### src/rtl/core/dsel_pkg.sv
// Shared types and constants for the DER sequence element locator.
package dsel_pkg;

  // Longest long-form length field, in bytes.
  localparam int unsigned MAX_LEN_BYTES = 4;

  localparam logic [7:0] SEQUENCE_TAG = 8'h30;
  localparam logic [7:0] LONG_FORM_BIT = 8'h80;

  // Result codes.
  typedef enum logic [2:0] {
    ST_FOUND     = 3'd0,
    ST_BAD_TAG   = 3'd1,
    ST_TOO_LONG  = 3'd2,
    ST_TRUNC     = 3'd3,
    ST_BAD_FORM  = 3'd4
  } dsel_status_t;

  // One input beat.
  typedef struct packed {
    logic [7:0]  data_byte;
    logic        first_byte;
    logic [31:0] buffer_length;
    logic [31:0] target_index;
  } dsel_beat_t;

  // One result beat.
  typedef struct packed {
    dsel_status_t status;
    logic [31:0]  element_offset;
    logic [31:0]  element_length;
  } dsel_result_t;

endpackage

### src/rtl/core/dsel_in_stage.sv
// Input register stage of the DER sequence element locator.
module dsel_in_stage import dsel_pkg::*; (
  input  logic       clk,
  input  logic       rst,
  input  logic       item_valid,
  output logic       item_stall,
  input  dsel_beat_t item_beat,
  input  logic       advance,
  output logic       q_valid,
  output dsel_beat_t q_beat
);

  // Hold the registered beat while the parse stage cannot take it.
  assign item_stall = q_valid && !advance;

  always_ff @(posedge clk) begin
    if (rst) begin
      q_valid <= 1'b0;
    end else if (!item_stall) begin
      q_valid <= item_valid;
    end
    if (item_valid && !item_stall) begin
      q_beat <= item_beat;
    end
  end

endmodule

### src/rtl/core/dsel_parse.sv
// Parse state and combinational next-state logic of the DER sequence walker.
module dsel_parse import dsel_pkg::*; (
  input  logic         clk,
  input  logic         rst,
  input  logic         fire,
  input  dsel_beat_t   beat,
  output logic         res_valid,
  output dsel_result_t res
);

  typedef enum logic [2:0] {
    PH_IDLE,
    PH_OUTER_LEN,
    PH_OUTER_LONG,
    PH_CHILD_TAG,
    PH_CHILD_LEN,
    PH_CHILD_LONG,
    PH_SKIP
  } phase_t;

  phase_t      parse_phase, parse_phase_next;
  logic [31:0] byte_position, byte_position_next;
  logic [2:0]  length_bytes_left, length_bytes_left_next;
  logic [31:0] length_accumulator, length_accumulator_next;
  logic [31:0] outer_length, outer_length_next;
  logic [31:0] elements_seen, elements_seen_next;
  logic [31:0] wanted_index, wanted_index_next;
  logic [31:0] buffer_size, buffer_size_next;
  logic [31:0] element_start, element_start_next;
  logic [31:0] content_skip_left, content_skip_left_next;
  logic        search_done, search_done_next;

  // Next-state and result logic for one byte.
  always_comb begin
    logic [32:0] next_off;
    logic [32:0] bsize;
    logic [32:0] room;
    logic [33:0] total;
    logic [6:0]  n_bytes;
    logic        do_outer;
    logic        do_child;
    logic        do_begin;
    logic [31:0] len_val;

    parse_phase_next        = parse_phase;
    byte_position_next      = byte_position;
    length_bytes_left_next  = length_bytes_left;
    length_accumulator_next = length_accumulator;
    outer_length_next       = outer_length;
    elements_seen_next      = elements_seen;
    wanted_index_next       = wanted_index;
    buffer_size_next        = buffer_size;
    element_start_next      = element_start;
    content_skip_left_next  = content_skip_left;
    search_done_next        = search_done;
    res_valid               = 1'b0;
    res.status              = ST_FOUND;
    res.element_offset      = '0;
    res.element_length      = '0;

    next_off = {1'b0, byte_position} + 33'd1;
    bsize    = {1'b0, buffer_size};
    room     = bsize - next_off;
    total    = '0;
    n_bytes  = beat.data_byte[6:0];
    do_outer = 1'b0;
    do_child = 1'b0;
    do_begin = 1'b0;
    len_val  = '0;

    if (beat.first_byte) begin
      // A tag byte always starts a new search.
      buffer_size_next   = beat.buffer_length;
      wanted_index_next  = beat.target_index;
      byte_position_next = 32'd1;
      search_done_next   = 1'b0;
      elements_seen_next = '0;
      if (beat.buffer_length < 32'd2) begin
        res_valid = 1'b1;
        res.status = ST_TRUNC;
      end else if (beat.data_byte != SEQUENCE_TAG) begin
        res_valid = 1'b1;
        res.status = ST_BAD_TAG;
      end else begin
        parse_phase_next = PH_OUTER_LEN;
      end
    end else if (!search_done) begin
      byte_position_next = next_off[31:0];
      unique case (parse_phase)
        PH_OUTER_LEN, PH_CHILD_LEN: begin
          // Length-form byte: short form, or the count of length bytes.
          if (!beat.data_byte[7]) begin
            len_val = {24'd0, beat.data_byte};
            do_outer = (parse_phase == PH_OUTER_LEN);
            do_child = (parse_phase == PH_CHILD_LEN);
          end else if (beat.data_byte == LONG_FORM_BIT ||
                       n_bytes > 7'(MAX_LEN_BYTES)) begin
            res_valid = 1'b1;
            res.status = ST_BAD_FORM;
          end else if (next_off + 33'(n_bytes) > bsize) begin
            res_valid = 1'b1;
            res.status = ST_TRUNC;
          end else begin
            length_bytes_left_next  = n_bytes[2:0];
            length_accumulator_next = '0;
            parse_phase_next = (parse_phase == PH_OUTER_LEN) ? PH_OUTER_LONG
                                                             : PH_CHILD_LONG;
          end
        end
        PH_OUTER_LONG, PH_CHILD_LONG: begin
          // Shift in one long-form length byte.
          length_accumulator_next = {length_accumulator[23:0], beat.data_byte};
          length_bytes_left_next  = length_bytes_left - 3'd1;
          if (length_bytes_left_next == 3'd0) begin
            len_val  = length_accumulator_next;
            do_outer = (parse_phase == PH_OUTER_LONG);
            do_child = (parse_phase == PH_CHILD_LONG);
          end
        end
        PH_CHILD_TAG: begin
          element_start_next = byte_position;
          if (next_off >= bsize) begin
            res_valid = 1'b1;
            res.status = ST_TRUNC;
          end else begin
            parse_phase_next = PH_CHILD_LEN;
          end
        end
        PH_SKIP: begin
          content_skip_left_next = content_skip_left - 32'd1;
          do_begin = (content_skip_left_next == '0);
        end
        default: begin
          search_done_next = 1'b1;
          parse_phase_next = PH_IDLE;
        end
      endcase

      // Outer length known: it must fit in the rest of the buffer.
      if (do_outer) begin
        outer_length_next = len_val;
        if (next_off <= bsize && {1'b0, len_val} > room) begin
          res_valid = 1'b1;
          res.status = ST_TOO_LONG;
        end else begin
          elements_seen_next = '0;
          do_begin = 1'b1;
        end
      end

      // Child length known: report it, or skip its content.
      if (do_child) begin
        if (elements_seen == wanted_index) begin
          total = {1'b0, next_off} - {2'b00, element_start} + {2'b00, len_val};
          res_valid = 1'b1;
          res.status = ST_FOUND;
          res.element_offset = element_start;
          res.element_length = (total[33:32] != 2'b00) ? '1 : total[31:0];
        end else if (next_off + {1'b0, len_val} > bsize) begin
          res_valid = 1'b1;
          res.status = ST_TRUNC;
        end else begin
          elements_seen_next = elements_seen + 32'd1;
          if (len_val == '0) begin
            do_begin = 1'b1;
          end else begin
            content_skip_left_next = len_val;
            parse_phase_next = PH_SKIP;
          end
        end
      end

      // The next child tag must lie inside the buffer.
      if (do_begin) begin
        if (next_off >= bsize) begin
          res_valid = 1'b1;
          res.status = ST_TRUNC;
        end else begin
          parse_phase_next = PH_CHILD_TAG;
        end
      end
    end

    // Any result ends the search.
    if (res_valid) begin
      search_done_next = 1'b1;
      parse_phase_next = PH_IDLE;
    end
    res_valid = res_valid && fire;
  end

  // Parse state registers, updated once per consumed beat.
  always_ff @(posedge clk) begin
    if (rst) begin
      parse_phase        <= PH_IDLE;
      byte_position      <= '0;
      length_bytes_left  <= '0;
      length_accumulator <= '0;
      outer_length       <= '0;
      elements_seen      <= '0;
      wanted_index       <= '0;
      buffer_size        <= '0;
      element_start      <= '0;
      content_skip_left  <= '0;
      search_done        <= 1'b1;
    end else if (fire) begin
      parse_phase        <= parse_phase_next;
      byte_position      <= byte_position_next;
      length_bytes_left  <= length_bytes_left_next;
      length_accumulator <= length_accumulator_next;
      outer_length       <= outer_length_next;
      elements_seen      <= elements_seen_next;
      wanted_index       <= wanted_index_next;
      buffer_size        <= buffer_size_next;
      element_start      <= element_start_next;
      content_skip_left  <= content_skip_left_next;
      search_done        <= search_done_next;
    end
  end

endmodule

### src/rtl/core/dsel_out_stage.sv
// Result register stage of the DER sequence element locator.
module dsel_out_stage import dsel_pkg::*; (
  input  logic         clk,
  input  logic         rst,
  input  logic         res_valid,
  input  dsel_result_t res,
  output logic         advance,
  output logic         result_valid,
  input  logic         result_stall,
  output dsel_result_t result
);

  // The register can load when it is empty or its beat leaves this cycle.
  assign advance = !result_valid || !result_stall;

  always_ff @(posedge clk) begin
    if (rst) begin
      result_valid <= 1'b0;
    end else if (advance) begin
      result_valid <= res_valid;
    end
    if (advance && res_valid) begin
      result <= res;
    end
  end

endmodule

### src/rtl/core/der_sequence_element_locator_top.sv
// Top level of the DER sequence element locator.
//
// Bytes of a DER SEQUENCE enter one per beat on the item channel, the tag
// byte marked by first_byte together with the buffer size and the wanted
// child index. The block takes one byte per clock cycle, back to back,
// while the result channel is not stalled, and returns at most one result
// per search on the result channel: the wanted child's tag offset and total
// encoded length, or an error code. A byte is held in the input register,
// is parsed by the walker state logic, and its result, if any, is loaded
// into the result register. A stall on the result side holds the pipeline;
// the input register keeps accepting until it is full.
module der_sequence_element_locator_top import dsel_pkg::*; (
  input  logic        clk,
  input  logic        rst,
  input  logic        item_valid,
  output logic        item_stall,
  input  logic [7:0]  data_byte,
  input  logic        first_byte,
  input  logic [31:0] buffer_length,
  input  logic [31:0] target_index,
  output logic        result_valid,
  input  logic        result_stall,
  output logic [2:0]  status,
  output logic [31:0] element_offset,
  output logic [31:0] element_length
);

  dsel_beat_t   item_beat;
  dsel_beat_t   q_beat;
  logic         q_valid;
  logic         advance;
  logic         res_valid;
  dsel_result_t res;
  dsel_result_t result;

  assign item_beat.data_byte     = data_byte;
  assign item_beat.first_byte    = first_byte;
  assign item_beat.buffer_length = buffer_length;
  assign item_beat.target_index  = target_index;

  dsel_in_stage u_in (
    .clk       (clk),
    .rst       (rst),
    .item_valid(item_valid),
    .item_stall(item_stall),
    .item_beat (item_beat),
    .advance   (advance),
    .q_valid   (q_valid),
    .q_beat    (q_beat)
  );

  dsel_parse u_parse (
    .clk      (clk),
    .rst      (rst),
    .fire     (q_valid && advance),
    .beat     (q_beat),
    .res_valid(res_valid),
    .res      (res)
  );

  dsel_out_stage u_out (
    .clk         (clk),
    .rst         (rst),
    .res_valid   (res_valid),
    .res         (res),
    .advance     (advance),
    .result_valid(result_valid),
    .result_stall(result_stall),
    .result      (result)
  );

  assign status         = result.status;
  assign element_offset = result.element_offset;
  assign element_length = result.element_length;

endmodule

### config.mk
export PLATFORM = sky130hd
export DESIGN_NAME = der_sequence_element_locator_top
export DESIGN_NICKNAME = d
export VERILOG_FILES = /design/src/rtl/core/dsel_pkg.sv /design/src/rtl/core/dsel_in_stage.sv /design/src/rtl/core/dsel_parse.sv /design/src/rtl/core/dsel_out_stage.sv /design/src/rtl/core/der_sequence_element_locator_top.sv
export SDC_FILE = /design/constraint.sdc
export NUM_CORES = 1
export LEC_CHECK = 0
export ABC_AREA = 1
export BUFFER_PORTS_ARGS = -buffer_cell sky130_fd_sc_hd__clkbuf_2
export CAP_MARGIN = 20
export CORE_MARGIN = 2
export CORE_UTILIZATION = 40
export DETAILED_ROUTE_END_ITERATION = 12
export PLACE_DENSITY_LB_ADDON = 0.3
export SLEW_MARGIN = 10
export SYNTH_ARGS = -nofsm -noshare
export SYNTH_HDL_FRONTEND = slang
export SYNTH_SLANG_ARGS = --single-unit
### constraint.sdc
create_clock -name clk -period 14.95 [get_ports clk]
set_input_delay 1.495 -clock clk [delete_from_list [all_inputs] [get_ports clk]]
set_output_delay 1.495 -clock clk [all_outputs]
set_load 0.05 [all_outputs]
==> out/qor.txt <==
Status -> completed
H-tree levels -> 2
Max Cap Violations -> 0
Ports -> 146
Slowest CP cell -> buf_4
Clk_skew -> 33.7 ps
CP bufs+invs -> 5
Final Max Tran Viols -> 0
Final Cycle Share -> 54.6%
Main synth FF type -> dfxtp_1
Register Area -> 8710 µm²
Average wire per standard cell -> 18.6 µm
Fmax -> 123 MHz
Mapped cell area -> 26500 µm²
Worst setup SP type -> flop
Antenna-violating nets left -> 0
CP Class -> flop to flop
Placed Area -> 28000 µm²
Minimum clock period after layout -> 8160 ps
FFs w/ async S/R, synth -> 0%
Setup TNS -> 0 ps
Min-Delay Endpoint -> u_parse.length_accumulator[19]
Static Leakage -> 13.2 nW
GRT Residual Overflow -> 0
Post-CTS Resized -> 0
Core area -> 65600 µm²
Filler cells -> 6789
CP endpoint kind -> flop
Final hold viol count -> 0
Final setup violation count -> 0
Initial antenna violation count -> 0
Fin nets -> 4051
Buffer count from post-CTS setup fixing -> 0
Vias/cell -> 5.29
Number of cells on the critical path -> 42
Post-synthesis cell count -> 3622
Initial DRC count -> 2139
TritonRoute pass-1 iters -> 6
Critical Path RT -> 15140 ps
Post-CTS Hold Buffers -> 0
Worst hold path cell count -> 2
Final Hold Slack -> 460 ps
Slew HR -> 27.8%
Ys Warns -> 0
First-pass GRT wire length -> 131 mm
Horizontal die dimension -> 261 µm
Reg clk slew, reported paths -> 60 ps
CTS buffer count -> 43
Reg2reg setup slack -> 6790 ps
Detailed-placement wirelength estimate -> 67.4 mm
DR DRC count -> 0
I/O Buffers -> 145
CTS max path bufs -> 3
Commonest non-fill, non-tap cell in the layout -> nand2_1
Total power draw -> 2.50 mW
Synth-to-layout area growth -> 11.6%
Max FO, Critical Path -> 67
Antenna diodes -> 0
GRT Total Usage -> 24.7%
Most frequent cells in the layout -> 779 x nand2_1, 469 x inv_1, 393 x a21oi_1
Pwr/cell area -> 84.6 nW/µm²
CP arrival -> 8350 ps
Fraction of layout cells with a size suffix above 1 -> 9.22%
Vias -> 24500
Worst skew pair latency -> 590 ps
Gpl congestion -> 1.03
RSZ-0062 raised after global routing -> no
Unique masters post-synth -> 65
Post-synth EDFFs -> 140
Worst Reg2Reg Path Length in Cells -> 42
CTS root buf -> clkbuf_16
Reg2reg end -> u_out.result[40]
Starting Density -> 40.3%
CTS sink count -> 365
Maximum VDD drop -> 0.000110 V
Largest delay contributor family on the critical path -> simple AND/OR/NAND/NOR gates
Yosys reg bits -> 365
FP Rows -> 94
R2r startpoint -> u_parse.parse_phase[1]
Hold crit path type -> flop to flop
CTS tree -> yes
Largest net degree at the start of global routing -> 109
Slowest stage delay, CP -> 630 ps
Worst Tran Pin Value -> 1080 ps
Hold Startpoint -> u_parse.length_accumulator[19]
Area of the multi-input gates -> 15500 µm²
Die Footprint -> 68200 µm²
CP most frequent cell -> nand2_1
Post-route cell area -> 29500 µm²
Avg Inst Size Synth -> 7.30 µm²
Post-synth net total -> 3943
Die Y -> 261 µm
Seq/Total Area, Yosys -> 32.9%
Vias in the first global route -> 22600
Total wire length -> 85.9 mm
cell usage after synthesis (9+ instances only):
cell type,instances,area (µm²)
o21bai_1,9,67.6
nor2_2,10,62.6
dfxtp_1,225,4500
nor3_1,46,230
a31oi_1,13,81.3
xnor2_1,48,420
o211ai_1,32,240
nor2_1,376,1410
clkbuf_1,81,304
nor4_1,29,181
nand4_1,59,369
a211oi_1,15,113
edfxtp_1,140,4200
nand2_2,28,175
xor2_1,122,1070
o21ai_1,23,115
nand3_1,116,581
ha_1,209,2620
o22ai_1,18,113
o21ai_0,195,976
inv_2,11,41.3
inv_1,472,1770
a21oi_1,393,1970
a21o_1,11,82.6
buf_2,12,60.1
nand2_1,779,2920
fa_1,35,701
routing by layer:
metal | GRT usage (%) | routed length (µm)
met5 | 0 | 0
met4 | 7.37 | 2390
met3 | 3.29 | 6050
met2 | 38.9 | 38000
met1 | 35.3 | 39500
area by class of cell:
class                      count  area share [%]
clock buffer                  50            3.80
clock inverter                30            1.22
inverter                     487            6.21
multi-input combinational   2664            52.5
sequential                   365            29.5
tap                          864            3.66
timing repair buffer         169            3.10
worst max path at each step:
stage / from / end / slack [ps]
after global placement: u_parse.parse_phase[1] / u_parse.parse_phase[0] / 7060
after floorplan: u_parse.length_bytes_left[0] / u_out.result[0] / 7840
after CTS: u_parse.parse_phase[1] / u_parse.content_skip_left[16] / 6760
after global routing: u_parse.parse_phase[1] / u_parse.content_skip_left[16] / 6070
final: u_parse.parse_phase[1] / u_out.result[40] / 6790
after detailed placement: u_parse.parse_phase[1] / u_parse.content_skip_left[16] / 6820
flip-flops by register name, summed over array words and instances (netlist names):
| register | count |
|---|---|
| u_parse.buffer_size | 32 |
| u_parse.element_start | 32 |
| u_parse.wanted_index | 32 |
| u_parse.byte_position | 32 |
| u_in.q_beat | 73 |
| u_out.result | 67 |
| u_parse.length_bytes_left | 3 |
| u_in.q_valid | 1 |
| u_out.result_valid | 1 |
| u_parse.length_accumulator | 24 |
| u_parse.content_skip_left | 32 |
| u_parse.parse_phase | 3 |
| u_parse.elements_seen | 32 |
| u_parse.search_done | 1 |
cell families after synthesis:
family	after synthesis	share of synthesized area (%)
simple gates	1491	24.3
compound gates	759	16.0
buf+inv	593	8.65
flops	365	32.9
fa+ha+maj	244	12.5
xor+xnor	170	5.63
where the power goes:
part / switching [mW] / internal, mW / total (mW) / leakage [nW]
Combinational: 0.213 / 0.106 / 0.320 / 9.22
Sequential: 0.0190 / 1.06 / 1.08 / 3.23
Clock: 0.453 / 0.649 / 1.10 / 0.713
worst reg2reg max path: cells and delay by family, from the launching register on:
family,cells,cell delay (ps)
compound gates,9,1900
xor+xnor,1,170
fa+ha+maj,2,610
buf+inv,5,940
flops,1,350
simple gates,25,3650
per-stage QoR:
step | cells | setup WS, ps | util (%)
5_1_grt | 4629 | 6070 | 45.0
4_1_cts | 4628 | 6760 | 44.9
3_3_place_gp | 4548 | 7060 | 42.7
2_1_floorplan | 3622 | 7840 | -
6_report | 4629 | 6790 | 45.0
3_5_place_dp | 4548 | 6820 | 42.7
Note: power is estimated with default switching activity, not from simulation.
